--- config.mk ---
export PLATFORM = sky130hd
export DESIGN_NAME = ascii_dec_hex_converter_unit
export DESIGN_NICKNAME = d
export VERILOG_FILES = /design/src/hw/rtl/adhc_pkg.sv /design/src/hw/rtl/adhc_datapath.sv /design/src/hw/rtl/adhc_ctrl.sv /design/src/hw/rtl/ascii_dec_hex_converter_unit.sv
export SDC_FILE = /design/constraint.sdc
export NUM_CORES = 1
export LEC_CHECK = 0
export BUFFER_PORTS_ARGS = -buffer_cell sky130_fd_sc_hd__buf_4
export CAP_MARGIN = 20
export CORE_AREA = 2 2 132 134
export DETAILED_ROUTE_END_ITERATION = 10
export DIE_AREA = 0 0 134 136
export GPL_TIMING_DRIVEN = 0
export PLACE_DENSITY = 0.81
export SYNTH_ARGS = -nofsm -noshare
export SYNTH_HDL_FRONTEND = slang
export SYNTH_HIERARCHICAL = 1
export SYNTH_SLANG_ARGS = --single-unit
--- constraint.sdc ---
create_clock -name clock -period 8.4 [get_ports clock]
set_clock_uncertainty 0.05 [all_clocks]
set_input_delay 0.84 -clock clock [delete_from_list [all_inputs] [get_ports clock]]
set_output_delay 0.84 -clock clock [all_outputs]
set_load 0.005 [all_outputs]
--- src/hw/rtl/adhc_pkg.sv ---
// ----------------------------------------------------------------------------
// adhc_pkg
// Shared types, character codes and helpers for the ASCII decimal/hex
// converter: controller states, datapath commands and status.
// ----------------------------------------------------------------------------
package adhc_pkg;

   // character codes
   localparam logic [7:0] CHAR_ZERO  = 8'h30;  // '0'
   localparam logic [7:0] CHAR_UPPER = 8'h41;  // 'A'
   localparam logic [7:0] CHAR_X     = 8'h78;  // 'x'
   localparam logic [7:0] CHAR_MINUS = 8'h2D;  // '-'

   // offsets subtracted from a character to get its digit value
   localparam logic [31:0] DEC_OFFSET = 32'd48;
   localparam logic [31:0] HEX_OFFSET = 32'd55;

   // digit register: ten 4-bit digits
   localparam int unsigned NUM_DIGITS = 10;
   localparam int unsigned DIG_W      = 4 * NUM_DIGITS;
   localparam int unsigned NDIG_W     = 4;
   localparam int unsigned BITCNT_W   = 5;
   localparam logic [BITCNT_W-1:0] BITCNT_LAST = 5'd31;

   typedef enum logic [2:0] {
      ST_IDLE,
      ST_LOAD,
      ST_BCD,
      ST_SKIP,
      ST_PFX0,
      ST_PFXX,
      ST_DIGIT
   } adhc_state_type;

   typedef enum logic [1:0] {
      EMIT_ZERO,
      EMIT_X,
      EMIT_DIGIT
   } adhc_emit_type;

   typedef struct packed {
      logic          step;      // take one input character
      logic          load;      // latch value into digit register, clear token
      logic          bcd_step;  // one shift-add-3 iteration
      logic          skip;      // drop one leading zero digit
      logic          emit;      // load one output beat
      adhc_emit_type emit_sel;
   } adhc_cmd_type;

   typedef struct packed {
      logic burst;       // accepted character closes a live token
      logic hex_mode;    // current token is hexadecimal
      logic out_dec;     // burst in progress produces decimal
      logic bcd_done;    // last conversion iteration this cycle
      logic skip_done;   // top digit significant or only one left
      logic out_free;    // output register can take a beat
      logic last_digit;  // top digit is the final one
   } adhc_status_type;

   // digit value to uppercase ASCII
   function automatic logic [7:0] digit_char(input logic [3:0] d);
      logic [7:0] ch;
      if (d <= 4'd9) begin
         ch = CHAR_ZERO + {4'd0, d};
      end else begin
         ch = CHAR_UPPER + {4'd0, d} - 8'd10;
      end
      return ch;
   endfunction

endpackage

--- src/hw/rtl/adhc_datapath.sv ---
// ----------------------------------------------------------------------------
// adhc_datapath
// Accumulator, token state, binary-to-BCD shifter, digit register and the
// output register of the converter. Acts on commands from adhc_ctrl.
// ----------------------------------------------------------------------------
module adhc_datapath (
   input  logic                     clock,
   input  logic                     reset,
   input  adhc_pkg::adhc_cmd_type   cmd,
   output adhc_pkg::adhc_status_type status,
   input  logic [7:0]               req_char_byte,
   input  logic                     req_token_end,
   output logic                     rsp_valid,
   output logic [7:0]               rsp_out_char,
   output logic                     rsp_out_last,
   input  logic                     rsp_stall
);
   import adhc_pkg::*;

   logic [31:0]         acc_ff, acc_in;
   logic [1:0]          pos_ff, pos_in;
   logic                hex_ff, hex_in;
   logic                stopped_ff, stopped_in;
   logic [DIG_W-1:0]    dig_ff, dig_in;
   logic [31:0]         shift_ff, shift_in;
   logic [BITCNT_W-1:0] bitcnt_ff, bitcnt_in;
   logic [NDIG_W-1:0]   ndig_ff, ndig_in;
   logic                out_dec_ff, out_dec_in;
   logic                rsp_valid_ff, rsp_valid_in;
   logic [7:0]          rsp_char_ff, rsp_char_in;
   logic                rsp_last_ff, rsp_last_in;

   logic [31:0]      c32, dec_digit, hex_digit, acc_x10, acc_x16;
   logic [DIG_W-1:0] bcd_adj;
   logic [3:0]       top_digit;
   logic             out_free;

   // digit values of the incoming character
   assign c32       = {24'd0, req_char_byte};
   assign dec_digit = c32 - DEC_OFFSET;
   assign hex_digit = (req_char_byte >= CHAR_UPPER) ? (c32 - HEX_OFFSET) : dec_digit;
   assign acc_x10   = {acc_ff[28:0], 3'b000} + {acc_ff[30:0], 1'b0};
   assign acc_x16   = {acc_ff[27:0], 4'b0000};

   assign top_digit = dig_ff[DIG_W-1 -: 4];
   assign out_free  = !rsp_valid_ff || !rsp_stall;

   // token accumulation
   always_comb begin
      acc_in     = acc_ff;
      pos_in     = pos_ff;
      hex_in     = hex_ff;
      stopped_in = stopped_ff;
      if (cmd.load) begin
         acc_in = 32'd0;
         pos_in = 2'd0;
         hex_in = 1'b0;
      end else if (cmd.step && !stopped_ff) begin
         unique case (pos_ff)
            2'd0: begin
               if (req_char_byte == CHAR_MINUS) begin
                  stopped_in = 1'b1;
               end else begin
                  acc_in = dec_digit;
                  pos_in = 2'd1;
               end
            end
            2'd1: begin
               if (req_char_byte == CHAR_X) begin
                  hex_in = 1'b1;
                  acc_in = 32'd0;
               end else begin
                  acc_in = acc_x10 + dec_digit;
               end
               pos_in = 2'd2;
            end
            default: begin
               acc_in = hex_ff ? (acc_x16 + hex_digit) : (acc_x10 + dec_digit);
            end
         endcase
      end
   end

   // shift-add-3 adjust of every bcd digit
   always_comb begin
      for (int i = 0; i < NUM_DIGITS; i++) begin
         bcd_adj[4*i +: 4] = (dig_ff[4*i +: 4] >= 4'd5) ?
                             (dig_ff[4*i +: 4] + 4'd3) : dig_ff[4*i +: 4];
      end
   end

   // digit register, conversion and leading zero skip
   always_comb begin
      dig_in     = dig_ff;
      shift_in   = shift_ff;
      bitcnt_in  = bitcnt_ff;
      ndig_in    = ndig_ff;
      out_dec_in = out_dec_ff;
      if (cmd.load) begin
         dig_in     = hex_ff ? '0 : {{(DIG_W-32){1'b0}}, acc_ff};
         shift_in   = acc_ff;
         bitcnt_in  = '0;
         ndig_in    = NDIG_W'(NUM_DIGITS);
         out_dec_in = hex_ff;
      end else if (cmd.bcd_step) begin
         dig_in    = {bcd_adj[DIG_W-2:0], shift_ff[31]};
         shift_in  = {shift_ff[30:0], 1'b0};
         bitcnt_in = bitcnt_ff + 1'b1;
      end else if (cmd.skip || (cmd.emit && cmd.emit_sel == EMIT_DIGIT)) begin
         dig_in  = {dig_ff[DIG_W-5:0], 4'd0};
         ndig_in = ndig_ff - 1'b1;
      end
   end

   // output register
   always_comb begin
      rsp_valid_in = rsp_valid_ff && rsp_stall;
      rsp_char_in  = rsp_char_ff;
      rsp_last_in  = rsp_last_ff;
      if (cmd.emit) begin
         rsp_valid_in = 1'b1;
         rsp_last_in  = 1'b0;
         unique case (cmd.emit_sel)
            EMIT_ZERO: rsp_char_in = CHAR_ZERO;
            EMIT_X:    rsp_char_in = CHAR_X;
            EMIT_DIGIT: begin
               rsp_char_in = digit_char(top_digit);
               rsp_last_in = (ndig_ff == NDIG_W'(1));
            end
            default:   rsp_char_in = CHAR_ZERO;
         endcase
      end
   end

   // control state
   always_ff @(posedge clock) begin
      if (reset) begin
         acc_ff       <= '0;
         pos_ff       <= '0;
         hex_ff       <= 1'b0;
         stopped_ff   <= 1'b0;
         rsp_valid_ff <= 1'b0;
      end else begin
         acc_ff       <= acc_in;
         pos_ff       <= pos_in;
         hex_ff       <= hex_in;
         stopped_ff   <= stopped_in;
         rsp_valid_ff <= rsp_valid_in;
      end
   end

   // payload registers
   always_ff @(posedge clock) begin
      dig_ff      <= dig_in;
      shift_ff    <= shift_in;
      bitcnt_ff   <= bitcnt_in;
      ndig_ff     <= ndig_in;
      out_dec_ff  <= out_dec_in;
      rsp_char_ff <= rsp_char_in;
      rsp_last_ff <= rsp_last_in;
   end

   // status to controller
   assign status.burst      = req_token_end && !stopped_ff &&
                              !(pos_ff == 2'd0 && req_char_byte == CHAR_MINUS);
   assign status.hex_mode   = hex_ff;
   assign status.out_dec    = out_dec_ff;
   assign status.bcd_done   = (bitcnt_ff == BITCNT_LAST);
   assign status.skip_done  = (top_digit != 4'd0) || (ndig_ff == NDIG_W'(1));
   assign status.out_free   = out_free;
   assign status.last_digit = (ndig_ff == NDIG_W'(1));

   assign rsp_valid    = rsp_valid_ff;
   assign rsp_out_char = rsp_char_ff;
   assign rsp_out_last = rsp_last_ff;

   // a beat is never loaded over one still waiting
   a_emit_free : assert property (@(posedge clock) disable iff (reset)
      cmd.emit |-> out_free)
      else $error("beat loaded while output register busy");

   // stop flag holds until reset
   a_stop_sticky : assert property (@(posedge clock) disable iff (reset)
      stopped_ff |=> stopped_ff)
      else $error("stop flag cleared without reset");

   // digit emission never runs past the digit count
   a_ndig_live : assert property (@(posedge clock) disable iff (reset)
      (cmd.emit && cmd.emit_sel == EMIT_DIGIT) |-> (ndig_ff != '0))
      else $error("digit emitted with empty digit count");

endmodule

--- src/hw/rtl/adhc_ctrl.sv ---
// ----------------------------------------------------------------------------
// adhc_ctrl
// Controller of the converter: takes characters, then at a token end runs
// load, binary-to-BCD conversion for hex tokens, leading zero skip and the output burst.
// ----------------------------------------------------------------------------
module adhc_ctrl (
   input  logic                      clock,
   input  logic                      reset,
   input  logic                      req_valid,
   output logic                      req_stall,
   input  adhc_pkg::adhc_status_type status,
   output adhc_pkg::adhc_cmd_type    cmd
);
   import adhc_pkg::*;

   adhc_state_type state_ff, state_in;

   // next state
   always_comb begin
      state_in = state_ff;
      unique case (state_ff)
         ST_IDLE: begin
            if (req_valid && status.burst) begin
               state_in = ST_LOAD;
            end
         end
         ST_LOAD: state_in = status.hex_mode ? ST_BCD : ST_SKIP;
         ST_BCD: begin
            if (status.bcd_done) begin
               state_in = ST_SKIP;
            end
         end
         ST_SKIP: begin
            if (status.skip_done) begin
               state_in = status.out_dec ? ST_DIGIT : ST_PFX0;
            end
         end
         ST_PFX0: begin
            if (status.out_free) begin
               state_in = ST_PFXX;
            end
         end
         ST_PFXX: begin
            if (status.out_free) begin
               state_in = ST_DIGIT;
            end
         end
         ST_DIGIT: begin
            if (status.out_free && status.last_digit) begin
               state_in = ST_IDLE;
            end
         end
         default: state_in = ST_IDLE;
      endcase
   end

   // outputs
   always_comb begin
      req_stall    = 1'b1;
      cmd          = '0;
      cmd.emit_sel = EMIT_DIGIT;
      unique case (state_ff)
         ST_IDLE: begin
            req_stall = 1'b0;
            cmd.step  = req_valid;
         end
         ST_LOAD:  cmd.load = 1'b1;
         ST_BCD:   cmd.bcd_step = 1'b1;
         ST_SKIP:  cmd.skip = !status.skip_done;
         ST_PFX0: begin
            cmd.emit     = status.out_free;
            cmd.emit_sel = EMIT_ZERO;
         end
         ST_PFXX: begin
            cmd.emit     = status.out_free;
            cmd.emit_sel = EMIT_X;
         end
         ST_DIGIT: cmd.emit = status.out_free;
         default:  req_stall = 1'b1;
      endcase
   end

   // state register
   always_ff @(posedge clock) begin
      if (reset) begin
         state_ff <= ST_IDLE;
      end else begin
         state_ff <= state_in;
      end
   end

   // characters are only taken between bursts
   a_step_idle : assert property (@(posedge clock) disable iff (reset)
      cmd.step |-> (state_ff == ST_IDLE && !cmd.emit))
      else $error("character taken during a burst");

endmodule

--- src/hw/rtl/ascii_dec_hex_converter_unit.sv ---
// ----------------------------------------------------------------------------
// ascii_dec_hex_converter_unit
// Converts ASCII number tokens between decimal and hexadecimal.
// ----------------------------------------------------------------------------
// Characters of a token arrive one beat per cycle while the input is not
// stalled and are accumulated at once; a token whose second character is 'x'
// is read as hex and answered in unsigned decimal, any other token is
// answered as "0x" plus uppercase hex. A token starting with '-' silences
// the unit until reset. At a token end the input stalls while the result is
// produced: a load step, then for a decimal answer the shift-add-3
// conversion, then dropping of up to 9 leading zero digits and a step to
// leave that phase, then one output beat per cycle (1 to 10 beats) as fast
// as the receiver takes them.
// The last beat of a burst may wait in the output register while the next
// token is already being taken.
// ----------------------------------------------------------------------------
module ascii_dec_hex_converter_unit (
   input  logic       clock,
   input  logic       reset,
   input  logic       req_valid,
   output logic       req_stall,
   input  logic [7:0] req_char_byte,
   input  logic       req_token_end,
   output logic       rsp_valid,
   input  logic       rsp_stall,
   output logic [7:0] rsp_out_char,
   output logic       rsp_out_last
);
   import adhc_pkg::*;

   adhc_cmd_type    cmd;
   adhc_status_type status;

   // sequencing
   adhc_ctrl u_ctrl (
      .clock     (clock),
      .reset     (reset),
      .req_valid (req_valid),
      .req_stall (req_stall),
      .status    (status),
      .cmd       (cmd)
   );

   // arithmetic and output register
   adhc_datapath u_datapath (
      .clock         (clock),
      .reset         (reset),
      .cmd           (cmd),
      .status        (status),
      .req_char_byte (req_char_byte),
      .req_token_end (req_token_end),
      .rsp_valid     (rsp_valid),
      .rsp_out_char  (rsp_out_char),
      .rsp_out_last  (rsp_out_last),
      .rsp_stall     (rsp_stall)
   );

endmodule

==> summary.txt <==
Pwr
  • Pleak: between 4 and 5 nW
  • Clk pwr share: 16.6%
  • Flop pwr share: 31.2%
  • Switch share: 44.3%
  • Power density over the cells: slightly below 400 nW/um2
  • Internal power: 2.56 mW
  • Maximum vdd drop: between 0.2 and 0.25 mV
  • Share of total power in combinational logic: 52.2%
  • Net switching power: between 2 and 2.5 mW

STA
  • Setup_tns: 0 ns
  • Max Clock Freq: 215 MHz
  • Final hold violation count: 0
  • Fin. max-slew vios: 0
  • RSZ-0062 raised after global routing: false
  • Final worst slack: 3.75 ns
  • Min cycle time layout: between 4 and 5 ns
  • Slew at the pin with the worst max-slew slack: a little over 1 ns
  • Worst slew margin: between 30% and 40%
  • Final setup violation count: 0
  • Period Utilization, post-route: roughly 55%
  • Hold Slack: between 0.4 and 0.5 ns

Job
  • Max_cap viols: 0

Clocking
  • CTS tree: built
  • CTS Buffer Depth: 2
  • Setup bufs post-CTS: 0
  • Clk slew on worst S/H paths: about 0.06 ns
  • Clock root buffer: clkbuf_16
  • CTS Buf Count: 17
  • Cts repair resizes: 0
  • Worst skew pair latency: between 0.4 and 0.5 ns
  • Num Clock Sinks: between 100 and 150
  • Hold-fix buffers, CTS: 0
  • H-tree depth: 4

Global routing
  • Initial antenna violation count: 0
  • GRT overflow: 0
  • First-pass GRT wire length: roughly 43000 um
  • Gr usage total: 30.1%
  • Largest net degree at the start of global routing: slightly above 40
  • Vias in the first global route: ~8800

Setup path
  • CP max stage cell: o311ai_1
  • Reg2Reg Setup Slack: between 4 and 5 ns
  • CP Data Required Time: 8.66 ns
  • Critical Path Fanout Max: 6
  • Crit path capture type: flip-flop
  • CP peak stage delay: about 0.46 ns
  • Worst-path cell chain: buf_4, inv_1, ha_1, nand2b_1, o31ai_1, nand2_1, a21oi_1, a211o_1, xnor2_1, ha_1, inv_1, fa_1, nor2b_1, o31ai_1, a21oi_1, a21boi_1, o311ai_1, xor2_1, a221oi_1, nor2_1
  • CP Launch Type: input pin
  • WP data arrival: between 4 and 5 ns
  • Critical path class: in -> reg

Placement
  • Cell Count Post-Placement: between 1000 and 1500
  • Placed cell area: 11200 um2
  • Post-DP HPWL: between 15000 and 20000 um
  • Buffers on Ports: 20
  • Pre-CTS WS: approximately 3.4 ns
  • Routability-driven placement congestion ratio: between 0.9 and 1

Cells and area
  • Final non-filler cell total: between 1000 and 1500
  • Commonest non-fill, non-tap cell in the layout: o21ai_0
  • Most frequent cells in the layout: 121 x o21ai_0, 100 x nand2_1, 95 x nor2_1, 92 x ha_1, 89 x a21oi_1
  • Area growth from synthesis to layout: 10.4%
  • Design Area, Final: 11800 um2
  • Layout Nets: around 1400
  • Fill cells: around 1300
  • ANT cells: 0
  • Share of layout cells above drive strength 1: between 9 and 10%

Detailed routing
  • Vias: 9208
  • Routed WL per cell: about 18 um
  • Initial DRC count: ~830
  • Post-route ant nets: 0
  • Residual DRC count: 0
  • Via density: 6.30
  • TritonRoute pass-1 iters: 5
  • Routed WL: 26500 um

Floorplanning
  • Core Region: ~17000 um2
  • FP Rows: between 40 and 50
  • Initial Utilization: a little under two thirds
  • I/O pin cnt: 24
  • Die ar.: between 15000 and 20000 um2
  • Die span in x: between 100 and 150 um
  • Die height: 136 um

Yosys
  • Synth Flop Type: edfxtp_1
  • Synthesized net count: between 1000 and 1500
  • Syn. warnings: 6
  • Synth area leader: edfxtp_1
  • Distinct cells, synth: 80
  • Synth Instances: approximately 1200
  • Register area share after synthesis: between 30% and 40%
  • Async S/R FF share, synth: 0%
  • Share of the synthesized area in the top cell type: a little under a quarter
  • Post-Syn Area: between 10000 and 15000 um2
  • Syn Area/Cell: 9.07 um2
  • Post-synth EDFFs: between 80 and 90
  • Synth area leaders: edfxtp_1 23%, ha_1 11%, dfxtp_1 9.2%, o21ai_0 5.7%, fa_1 5.6%
  • Synth Register Bits: 130

Outcome
  • Status: completed

Min path
  • Worst Hold Class: reg -> reg
## flip-flops by register name, summed over array words and instances, names as in the netlist, 2 cells and up
signal / cells
u_datapath/dig_ff: 40
u_datapath/acc_ff: 32
u_datapath/shift_ff: 32
u_datapath/rsp_out_char: 7
u_datapath/bitcnt_ff: 5
u_datapath/ndig_ff: 4
u_ctrl/state_ff: 3
u_datapath/pos_ff: 2
## critical path, delay by kind of cell
family                   cells  cell delay [ns]
AO/OA/AOI/OAI                8             2.24
adder cells (fa/ha/maj)      3             0.79
AND/OR/NAND/NOR              4             0.41
XOR/XNOR                     2             0.33
buffers and inverters        3             0.29
## stage by stage
step / total power, mW / utilization (%)
final: 4.61 / 70.0
after global routing: 4.95 / 70.0
after CTS: 4.57 / 70.0
after detailed placement: 3.77 / 66.5
after global placement: 3.66 / 66.0
after floorplan: 3.14 / -
## layout make-up
class,instances,area (um2),area share [%]
multi-input cells,942,6870,58.1
flip-flops and latches,130,3410,28.9
clock buffers,18,429,3.63
well taps,225,282,2.38
inverters,62,233,1.97
repair buffers,24,211,1.79
plain buffers,47,206,1.75
clock inverters,14,178,1.50
## kinds of logic (layout without fill, tap and decap cells)
logic type      after synthesis  count (layout)  share of synthesized area [%]
buf+inv                     109             165                           4.10
other cells                   1               1                         0.0350
flops                       130             130                           31.9
compound gates              359             359                           21.3
xor+xnor                     70              70                           5.72
fa+ha+maj                   122             122                           16.4
simple gates                342             342                           15.7
mux                          48              48                           4.87
## synth_stat cells (all sizes together), types with 12 or more instances
cell    number
edfxtp      81
a21oi       92
buf         17
nand2b      25
xor2        26
a21o        14
mux2i       15
a211oi      12
nor3        17
a221oi      18
nand3       19
mux2        33
clkbuf      30
o21ai      123
o211ai      18
dfxtp       49
xnor2       44
ha          92
fa          30
nor2        95
nand3b      29
a31oi       13
nand2      101
inv         62
## per-layer routing
layer / global-route usage (%) / wire (um)
met1: 38.0 / 11400
met2: 52.1 / 12900
met3: 5.33 / 1530
met4: 10.5 / 657
met5: 0 / 0
## path summary, 6_finish.rpt
check,to,from,cells after the start
setup / recovery,u_datapath/acc_ff[26]$_SDFFE_PP0P_,req_char_byte[1],20
hold / removal,u_datapath/ndig_ff[1]$_SDFFE_PP1P_,u_datapath/ndig_ff[1]$_SDFFE_PP1P_,2
setup reg to reg,u_datapath/dig_ff[32]$_SDFFCE_PP0P_,u_ctrl/state_ff[0]$_SDFFE_PP0P_,7
hold reg to reg,u_datapath/ndig_ff[1]$_SDFFE_PP1P_,u_datapath/ndig_ff[1]$_SDFFE_PP1P_,2
## power groups by stage
| stage | logic (mW) | registers [mW] | clock network (mW) |
|---|---|---|---|
| floorplan | 1.82 | 1.32 | 0 |
| global placement | 2.23 | 1.43 | 0 |
| detailed placement | 2.34 | 1.43 | 0 |
| CTS | 2.37 | 1.43 | 0.772 |
| global route | 2.68 | 1.47 | 0.796 |
| finish | 2.41 | 1.44 | 0.766 |
Note: power is estimated with default switching activity, not from simulation.
